===== src/nrvs_pkg.sv =====
// ----------------------------------------------------------------------------
// nrvs_pkg
// Shared widths, register indexes and controller/datapath types for the
// nearest region voxel search.
// ----------------------------------------------------------------------------
package nrvs_pkg;

  // Field widths.
  localparam int unsigned IdxW    = 10;
  localparam int unsigned ValW    = 16;
  localparam int unsigned OffW    = 24;
  localparam int unsigned SpW     = 16;
  localparam int unsigned PosW    = 27;  // 11-bit signed index times Q7.8 spacing
  localparam int unsigned DiffW   = 28;  // position minus offset
  localparam int unsigned AbsW    = 26;  // magnitude stays below 2^26
  localparam int unsigned SqW     = 52;
  localparam int unsigned DistW   = 54;

  // Ports.
  localparam int unsigned SDataW  = 48;  // 46 bits of fields, padded to bytes
  localparam int unsigned MDataW  = 88;  // 84 bits of fields, padded to bytes
  localparam int unsigned CfgIdxW = 3;
  localparam int unsigned CfgDatW = 24;

  // Voxels with any index at or beyond this bound are not region voxels.
  localparam int unsigned MaxDim  = 1024;

  // Register indexes.
  localparam logic [CfgIdxW-1:0] RegTargetOffX = 3'd0;
  localparam logic [CfgIdxW-1:0] RegTargetOffY = 3'd1;
  localparam logic [CfgIdxW-1:0] RegTargetOffZ = 3'd2;
  localparam logic [CfgIdxW-1:0] RegSpacingX   = 3'd3;
  localparam logic [CfgIdxW-1:0] RegSpacingY   = 3'd4;
  localparam logic [CfgIdxW-1:0] RegSpacingZ   = 3'd5;

  // Reset values.
  localparam logic signed [OffW-1:0] OffReset = 24'sd0;
  localparam logic signed [SpW-1:0]  SpReset  = 16'sd256;  // 1.0 mm

  // Axis select codes.
  localparam logic [1:0] AxisX = 2'd0;
  localparam logic [1:0] AxisY = 2'd1;
  localparam logic [1:0] AxisZ = 2'd2;

  // Commands from the controller to the datapath.
  typedef struct packed {
    logic       load;    // capture the accepted request, clear the accumulator
    logic       pos;     // form |index * spacing - offset| for the selected axis
    logic       sqr;     // square the magnitude
    logic       acc;     // add the square into the distance
    logic       update;  // compare with the best voxel and replace it if nearer
    logic       emit;    // load the result register and clear the best voxel
    logic [1:0] axis;
  } cmd_t;

  // Status from the datapath to the controller.
  typedef struct packed {
    logic in_region;  // voxel at the input is a region voxel
    logic last_q;     // captured voxel was the last of its volume
    logic out_free;   // result register can take a new result this cycle
  } status_t;

endpackage


===== src/nearest_region_voxel_search.sv =====
// ----------------------------------------------------------------------------
// nearest_region_voxel_search
// Finds the region voxel nearest to a configured target point in a voxel
// stream and reports it once per volume.
//
//   Channel   Dir  Contents
//   s_axis    in   tdata: col, row, slice, value; tuser: mask; tlast: last
//   m_axis    out  tdata: best col, row, slice, squared distance; tuser: found
//   cfg       in   write enable, register index, write data
//
// A voxel outside the region is taken in the idle state alone; a region voxel
// passes the position, square and accumulate states for each axis through
// the single shared multiply and square path, between its accept and compare
// states. A last voxel hands off the result once the result register is free.
// Reset is asynchronous and active low; it restores the register defaults.
// The input accepts requests while an earlier result waits on the output.
// ----------------------------------------------------------------------------
module nearest_region_voxel_search #(
  parameter int unsigned SDataW = nrvs_pkg::SDataW,
  parameter int unsigned MDataW = nrvs_pkg::MDataW
) (
  input  logic                          clk_i,
  input  logic                          rst_ni,
  // Configuration port.
  input  logic                          cfg_we_i,
  input  logic [nrvs_pkg::CfgIdxW-1:0]  cfg_idx_i,
  input  logic [nrvs_pkg::CfgDatW-1:0]  cfg_wdata_i,
  // Voxel stream.
  input  logic                          s_axis_tvalid,
  output logic                          s_axis_tready,
  // col_index[9:0], row_index[19:10], slice_index[29:20], voxel_value[45:30]
  input  logic [SDataW-1:0]             s_axis_tdata,
  // mask_bit[0]
  input  logic                          s_axis_tuser,
  input  logic                          s_axis_tlast,
  // Result stream.
  output logic                          m_axis_tvalid,
  input  logic                          m_axis_tready,
  // best_col[9:0], best_row[19:10], best_slice[29:20], best_dist_sq[83:30]
  output logic [MDataW-1:0]             m_axis_tdata,
  // found[0]
  output logic                          m_axis_tuser
);

  nrvs_pkg::cmd_t    cmd;
  nrvs_pkg::status_t status;

  nrvs_ctrl u_ctrl (
    .clk_i     (clk_i),
    .rst_ni    (rst_ni),
    .s_valid_i (s_axis_tvalid),
    .status_i  (status),
    .s_ready_o (s_axis_tready),
    .cmd_o     (cmd)
  );

  nrvs_datapath #(
    .SDataW (SDataW),
    .MDataW (MDataW)
  ) u_datapath (
    .clk_i       (clk_i),
    .rst_ni      (rst_ni),
    .cfg_we_i    (cfg_we_i),
    .cfg_idx_i   (cfg_idx_i),
    .cfg_wdata_i (cfg_wdata_i),
    .s_data_i    (s_axis_tdata),
    .s_mask_i    (s_axis_tuser),
    .s_last_i    (s_axis_tlast),
    .m_valid_o   (m_axis_tvalid),
    .m_ready_i   (m_axis_tready),
    .m_data_o    (m_axis_tdata),
    .m_found_o   (m_axis_tuser),
    .cmd_i       (cmd),
    .status_o    (status)
  );

endmodule


===== src/nrvs_ctrl.sv =====
// ----------------------------------------------------------------------------
// nrvs_ctrl
// Sequencer for the voxel search: accepts a request, walks the three axes
// through the shared distance unit, compares, and hands off the result.
// ----------------------------------------------------------------------------
module nrvs_ctrl (
  input  logic              clk_i,
  input  logic              rst_ni,
  input  logic              s_valid_i,
  input  nrvs_pkg::status_t status_i,
  output logic              s_ready_o,
  output nrvs_pkg::cmd_t    cmd_o
);

  localparam logic [2:0] StIdle = 3'd0;
  localparam logic [2:0] StPos  = 3'd1;
  localparam logic [2:0] StSqr  = 3'd2;
  localparam logic [2:0] StAcc  = 3'd3;
  localparam logic [2:0] StCmp  = 3'd4;
  localparam logic [2:0] StEmit = 3'd5;

  logic [2:0] state_q, state_d;
  logic [1:0] axis_q, axis_d;

  // Next state and commands.
  always_comb begin
    state_d   = state_q;
    axis_d    = axis_q;
    s_ready_o = 1'b0;
    cmd_o     = '0;
    cmd_o.axis = axis_q;
    case (state_q)
      StIdle: begin
        s_ready_o = 1'b1;
        if (s_valid_i) begin
          cmd_o.load = 1'b1;
          axis_d     = nrvs_pkg::AxisX;
          if (status_i.in_region) begin
            state_d = StPos;
          end else if (status_i.last_q) begin
            state_d = StEmit;
          end
        end
      end
      StPos: begin
        cmd_o.pos = 1'b1;
        state_d   = StSqr;
      end
      StSqr: begin
        cmd_o.sqr = 1'b1;
        state_d   = StAcc;
      end
      StAcc: begin
        cmd_o.acc = 1'b1;
        if (axis_q == nrvs_pkg::AxisZ) begin
          state_d = StCmp;
        end else begin
          axis_d  = axis_q + 2'd1;
          state_d = StPos;
        end
      end
      StCmp: begin
        cmd_o.update = 1'b1;
        state_d = status_i.last_q ? StEmit : StIdle;
      end
      StEmit: begin
        // Wait until the result register is free.
        if (status_i.out_free) begin
          cmd_o.emit = 1'b1;
          state_d    = StIdle;
        end
      end
      default: begin
        state_d = StIdle;
      end
    endcase
  end

  // State registers.
  always_ff @(posedge clk_i or negedge rst_ni) begin
    if (!rst_ni) begin
      state_q <= StIdle;
      axis_q  <= nrvs_pkg::AxisX;
    end else begin
      state_q <= state_d;
      axis_q  <= axis_d;
    end
  end

endmodule


===== src/nrvs_datapath.sv =====
// ----------------------------------------------------------------------------
// nrvs_datapath
// Configuration registers, per-axis distance unit, best-voxel registers and
// the result register of the voxel search.
// ----------------------------------------------------------------------------
module nrvs_datapath #(
  parameter int unsigned SDataW = nrvs_pkg::SDataW,
  parameter int unsigned MDataW = nrvs_pkg::MDataW
) (
  input  logic                          clk_i,
  input  logic                          rst_ni,
  // Configuration writes.
  input  logic                          cfg_we_i,
  input  logic [nrvs_pkg::CfgIdxW-1:0]  cfg_idx_i,
  input  logic [nrvs_pkg::CfgDatW-1:0]  cfg_wdata_i,
  // Input request fields.
  input  logic [SDataW-1:0]             s_data_i,
  input  logic                          s_mask_i,
  input  logic                          s_last_i,
  // Result channel.
  output logic                          m_valid_o,
  input  logic                          m_ready_i,
  output logic [MDataW-1:0]             m_data_o,
  output logic                          m_found_o,
  // Controller link.
  input  nrvs_pkg::cmd_t                cmd_i,
  output nrvs_pkg::status_t             status_o
);

  localparam int unsigned IdxW  = nrvs_pkg::IdxW;
  localparam int unsigned DistW = nrvs_pkg::DistW;

  // Configuration registers.
  logic signed [nrvs_pkg::OffW-1:0] off_q [3];
  logic signed [nrvs_pkg::SpW-1:0]  sp_q  [3];

  always_ff @(posedge clk_i or negedge rst_ni) begin
    if (!rst_ni) begin
      for (int i = 0; i < 3; i++) begin
        off_q[i] <= nrvs_pkg::OffReset;
        sp_q[i]  <= nrvs_pkg::SpReset;
      end
    end else if (cfg_we_i) begin
      case (cfg_idx_i)
        nrvs_pkg::RegTargetOffX: off_q[0] <= cfg_wdata_i;
        nrvs_pkg::RegTargetOffY: off_q[1] <= cfg_wdata_i;
        nrvs_pkg::RegTargetOffZ: off_q[2] <= cfg_wdata_i;
        nrvs_pkg::RegSpacingX:   sp_q[0]  <= cfg_wdata_i[nrvs_pkg::SpW-1:0];
        nrvs_pkg::RegSpacingY:   sp_q[1]  <= cfg_wdata_i[nrvs_pkg::SpW-1:0];
        nrvs_pkg::RegSpacingZ:   sp_q[2]  <= cfg_wdata_i[nrvs_pkg::SpW-1:0];
        default: ;
      endcase
    end
  end

  // Unpack the input request.
  logic [IdxW-1:0]           in_col, in_row, in_slc;
  logic [nrvs_pkg::ValW-1:0] in_val;
  logic                      in_range;

  assign in_col = s_data_i[IdxW-1:0];
  assign in_row = s_data_i[2*IdxW-1:IdxW];
  assign in_slc = s_data_i[3*IdxW-1:2*IdxW];
  assign in_val = s_data_i[3*IdxW+nrvs_pkg::ValW-1:3*IdxW];

  assign in_range = (32'(in_col) < nrvs_pkg::MaxDim) &&
                    (32'(in_row) < nrvs_pkg::MaxDim) &&
                    (32'(in_slc) < nrvs_pkg::MaxDim);

  // Captured request.
  logic [IdxW-1:0] col_q, row_q, slc_q;
  logic            last_q;

  always_ff @(posedge clk_i or negedge rst_ni) begin
    if (!rst_ni) begin
      last_q <= 1'b0;
    end else if (cmd_i.load) begin
      last_q <= s_last_i;
    end
  end

  always_ff @(posedge clk_i) begin
    if (cmd_i.load) begin
      col_q <= in_col;
      row_q <= in_row;
      slc_q <= in_slc;
    end
  end

  // Axis select for the shared distance unit.
  logic [IdxW-1:0]                  idx_sel;
  logic signed [nrvs_pkg::SpW-1:0]  sp_sel;
  logic signed [nrvs_pkg::OffW-1:0] off_sel;

  always_comb begin
    case (cmd_i.axis)
      nrvs_pkg::AxisX: begin
        idx_sel = col_q;
        sp_sel  = sp_q[0];
        off_sel = off_q[0];
      end
      nrvs_pkg::AxisY: begin
        idx_sel = row_q;
        sp_sel  = sp_q[1];
        off_sel = off_q[1];
      end
      nrvs_pkg::AxisZ: begin
        idx_sel = slc_q;
        sp_sel  = sp_q[2];
        off_sel = off_q[2];
      end
      default: begin
        idx_sel = slc_q;
        sp_sel  = sp_q[2];
        off_sel = off_q[2];
      end
    endcase
  end

  // Axis difference: position in Q.8 minus the target offset.
  logic signed [nrvs_pkg::PosW-1:0]  pos;
  logic signed [nrvs_pkg::DiffW-1:0] diff;
  logic [nrvs_pkg::DiffW-1:0]        diff_mag;

  assign pos      = $signed({1'b0, idx_sel}) * sp_sel;
  assign diff     = nrvs_pkg::DiffW'(pos) - nrvs_pkg::DiffW'(off_sel);
  assign diff_mag = diff[nrvs_pkg::DiffW-1] ? nrvs_pkg::DiffW'(-diff)
                                            : nrvs_pkg::DiffW'(diff);

  // Magnitude, square and running sum.
  logic [nrvs_pkg::AbsW-1:0] abs_q;
  logic [nrvs_pkg::SqW-1:0]  sq_q;
  logic [DistW-1:0]          acc_q;

  always_ff @(posedge clk_i) begin
    if (cmd_i.pos) begin
      abs_q <= diff_mag[nrvs_pkg::AbsW-1:0];
    end
    if (cmd_i.sqr) begin
      sq_q <= abs_q * abs_q;
    end
    if (cmd_i.load) begin
      acc_q <= '0;
    end else if (cmd_i.acc) begin
      acc_q <= acc_q + DistW'(sq_q);
    end
  end

  // Nearest voxel so far; the earlier voxel keeps a tie.
  logic             have_q;
  logic [DistW-1:0] best_dist_q;
  logic [IdxW-1:0]  best_col_q, best_row_q, best_slc_q;
  logic             nearer;

  assign nearer = !have_q || (acc_q < best_dist_q);

  always_ff @(posedge clk_i or negedge rst_ni) begin
    if (!rst_ni) begin
      have_q      <= 1'b0;
      best_dist_q <= '0;
      best_col_q  <= '0;
      best_row_q  <= '0;
      best_slc_q  <= '0;
    end else if (cmd_i.emit) begin
      have_q      <= 1'b0;
      best_dist_q <= '0;
      best_col_q  <= '0;
      best_row_q  <= '0;
      best_slc_q  <= '0;
    end else if (cmd_i.update && nearer) begin
      have_q      <= 1'b1;
      best_dist_q <= acc_q;
      best_col_q  <= col_q;
      best_row_q  <= row_q;
      best_slc_q  <= slc_q;
    end
  end

  // Result register; it holds until the downstream side takes it.
  logic              m_valid_q;
  logic [MDataW-1:0] m_data_q;
  logic              m_found_q;

  always_ff @(posedge clk_i or negedge rst_ni) begin
    if (!rst_ni) begin
      m_valid_q <= 1'b0;
    end else if (cmd_i.emit) begin
      m_valid_q <= 1'b1;
    end else if (m_ready_i) begin
      m_valid_q <= 1'b0;
    end
  end

  always_ff @(posedge clk_i) begin
    if (cmd_i.emit) begin
      m_found_q <= have_q;
      m_data_q  <= have_q ? MDataW'({best_dist_q, best_slc_q, best_row_q, best_col_q})
                          : '0;
    end
  end

  assign m_valid_o = m_valid_q;
  assign m_data_o  = m_data_q;
  assign m_found_o = m_found_q;

  // Status to the controller.
  assign status_o.in_region = s_mask_i && (in_val != '0) && in_range;
  assign status_o.last_q    = cmd_i.load ? s_last_i : last_q;
  assign status_o.out_free  = !m_valid_q || m_ready_i;

endmodule


===== config.mk =====
export PLATFORM = sky130hd
export DESIGN_NAME = nearest_region_voxel_search
export DESIGN_NICKNAME = d
export VERILOG_FILES = /design/src/nrvs_pkg.sv /design/src/nearest_region_voxel_search.sv /design/src/nrvs_ctrl.sv /design/src/nrvs_datapath.sv
export SDC_FILE = /design/constraint.sdc
export NUM_CORES = 2
export LEC_CHECK = 0
export BUFFER_PORTS_ARGS = -buffer_cell sky130_fd_sc_hd__buf_2
export CAP_MARGIN = 15
export CORE_MARGIN = 3
export CORE_UTILIZATION = 50
export DETAILED_ROUTE_END_ITERATION = 7
export PLACE_DENSITY = 0.67
export SYNTH_ARGS = -nofsm -noshare
export SYNTH_HDL_FRONTEND = slang
export SYNTH_SLANG_ARGS = --single-unit
export TNS_END_PERCENT = 100

===== constraint.sdc =====
create_clock -name clk_i -period 10.75 [get_ports clk_i]
set_clock_uncertainty 0.2 [all_clocks]
set_input_delay 1.6125 -clock clk_i [delete_from_list [all_inputs] [get_ports clk_i]]
set_output_delay 1.6125 -clock clk_i [all_outputs]
set_load 0.03 [all_outputs]

==> reports/qor.yml <==
ys_seq_area_frac: 0.252
grt_overflow_total: 0
crit_arrival_ps: 9010
critical_path.most_common_cell: "fa_1"
clk_pin_slew_ps: 60
grt_pass1_vias: 35300
die_area_mm2: 0.100
numClockSinks: 458
ys_ff_latch: 458
synth_fa_ha_area_frac: 0.381
holdPathStages: 2
drive_gt1_frac: 0.0998
placed_cells: 6172
grt.total_usage: 0.237
drt_drc_violations_left: 0
end_kind: "flop"
h-tree-depth: 2
cts_resized: 0
clock_latency_ps: 600
antenna_left: 0
drt_wl_total_mm: 115
cts_buffer_depth: 3
syn-cell-area_mm2: 0.0482
synth_compound_area_frac: 0.0873
grt_max_degree: 95
r2r_cells: 25
start_util: 0.506
hold_class: "flop to flop"
die_h_um: 316
synth_flop_cell: "dfrtp_1"
synthDistinctLibCells: 84
cts_buffers: 44
status: "completed"
synthCells: 4852
setup_viol: 0
slowest_delay_ps: 950
die_w_um: 316
grt_pass1_wl_mm: 188
coreArea_mm2: 0.0953
timing.final.crit_share: 0.827
synthMuxAreaShare: 0.0476
synth_edf_count: 192
final_common_cell: "inv_1"
synth_xor_area_frac: 0.0271
fin_crit_ps: 8890
criticalPathCategory: "flop to flop"
synth_top_family_by_area: "adder cells"
fmax_mhz: 113
rsz0062_at_grt: "false"
syn2layout_area_growth_pct: 7.83
ys_warn_count: 0
final_cell_mix: "inv_1 (1036), fa_1 (683), nand2_1 (512), ha_1 (373), a21oi_1 (233)"
max_slew_margin: 0.260
synth-simple-area-share: 0.110
num_vias: 33400
instances_no_fill: 6257
worst_pin_slew_ps: 1110
antenna_found_initial: 4
postCtsSetupBuffers: 0
place.gp.congestion: 0.931
fin_tns_setup_ps: 0
cp.required_ps: 10880
io_pins: 173
via_per_inst: 5.34
hpwl_mm: 90.7
std_cell_rows: 113
report.final.hold_viol_count: 0
drt_first_pass_iters: 5
slowest_stage: "edfxtp_1"
cap_violations: 0
async_reset_ff_frac: 0.463
start_kind: "flop"
avgRoutedWirePerCell_um: 18.3
io_buffers: 166
avgSynthCellArea_um2: 9.93
drt_iter0_drc: 2055
drv_slew: 0
nets: 6093
cts_tree: "done"
ctsHoldBuffers: 0
crit_fanout: 15
root_buffer: "clkbuf_16"
==> layout make-up <==
cell class                      instances  area (um2)
Timing Repair Buffer                  222        1260
Clock buffer                           56        1210
Multi-Input combinational cell       3189       31500
Fill cell                            8465       43300
Tap cell                             1265        1580
Clock inverter                         25         297
Sequential cell                       458       12200
Inverter                             1038        3900
Antenna cell                            4        10.0
==> cell usage after synthesis, types with 9 or more instances <==
library cell,n,share of area
dfxtp_1,54,0.022
mux2i_1,40,0.0083
nor2b_1,24,0.0031
a211oi_1,11,0.0017
inv_1,1037,0.081
o21ai_0,76,0.0079
a21o_1,110,0.017
edfxtp_1,192,0.12
and2_1,213,0.028
xnor2_1,105,0.019
a21oi_1,233,0.024
nor4_1,9,0.0012
nor2_1,183,0.014
dfrtp_1,209,0.11
nand3_1,34,0.0035
nand2_1,512,0.040
a22o_1,38,0.0069
o31ai_1,14,0.0022
buf_1,13,0.0010
ha_1,375,0.097
fa_1,683,0.28
o21ai_1,10,0.0010
nor3_1,25,0.0026
o211ai_1,10,0.0016
mux2_2,166,0.039
a31oi_1,20,0.0026
o21bai_1,23,0.0036
a22oi_1,13,0.0020
xor2_1,44,0.0080
nand2b_1,25,0.0032
clkbuf_1,148,0.012
and3_1,17,0.0022
o21a_1,22,0.0034
nand4_1,31,0.0040
==> metrics by stage <==
| step | setup WS (ps) | area (um2) | hold WS (ps) | util |
|---|---|---|---|---|
| 3_3_place_gp | 2020 | 50400 | 277 | 0.529 |
| 5_1_grt | 1390 | 52000 | 317 | 0.545 |
| 3_5_place_dp | 1910 | 50400 | 287 | 0.529 |
| 4_1_cts | 1890 | 52000 | 295 | 0.545 |
| 2_1_floorplan | 3020 | 48200 | 252 | - |
| 6_report | 1860 | 52000 | 292 | 0.545 |
==> worst paths after layout <==
kind	startpoint	end	slack, ps
max in group asynchronous	rst_ni	u_datapath.have_q	7270
worst min-delay path	u_datapath.acc_q[21]	u_datapath.acc_q[21]	290
worst min register to register	u_datapath.acc_q[21]	u_datapath.acc_q[21]	290
min in group asynchronous	rst_ni	u_datapath.off_q[47]	820
worst max register to register	u_datapath.abs_q[14]	u_datapath.sq_q[48]	1860
worst max-delay path	u_datapath.abs_q[14]	u_datapath.sq_q[48]	1860
==> state kept, by name, indices dropped and copies added (netlist names) <==
| register | flops |
|---|---|
| u_ctrl.axis_q | 2 |
| u_ctrl.state_q | 3 |
| u_datapath.abs_q | 26 |
| u_datapath.acc_q | 54 |
| u_datapath.best_col_q | 10 |
| u_datapath.best_dist_q | 54 |
| u_datapath.best_row_q | 10 |
| u_datapath.best_slc_q | 10 |
| u_datapath.col_q | 10 |
| u_datapath.have_q | 1 |
| u_datapath.last_q | 1 |
| u_datapath.m_data_o | 84 |
| u_datapath.m_found_o | 1 |
| u_datapath.m_valid_o | 1 |
| u_datapath.off_q | 72 |
| u_datapath.row_q | 10 |
| u_datapath.slc_q | 10 |
| u_datapath.sp_q | 48 |
| u_datapath.sq_q | 51 |
==> per-layer routing <==
layer,vias to the layer above,part of all wire,GRT usage
met1,16900,0.41,0.307
met4,0,0.034,0.0721
met2,785,0.50,0.416
met3,179,0.049,0.0295
li1,15600,-,-
met5,-,0,0
==> worst max-delay path: cells and delay by family, from the launching register on <==
family	cells	cell delay [ps]
simple gates	6	1230
flops	1	950
fa+ha+maj	8	3850
xor+xnor	1	150
compound gates	4	1580
buf+inv	6	610
==> cells by family (layout without fill, tap and decap cells) <==
logic type / after synthesis / in the layout
adder cells (fa/ha/maj): 1058 / 1058
XOR/XNOR: 149 / 149
multiplexers: 208 / 208
AO/OA/AOI/OAI: 649 / 649
AND/OR/NAND/NOR: 1121 / 1121
flip-flops: 458 / 458
buffers and inverters: 1208 / 1341
other: 1 / 8
Power is left out: the tool's default activity adds up to more than one toggle a clock period on the data nets, which glitch-free logic cannot reach.
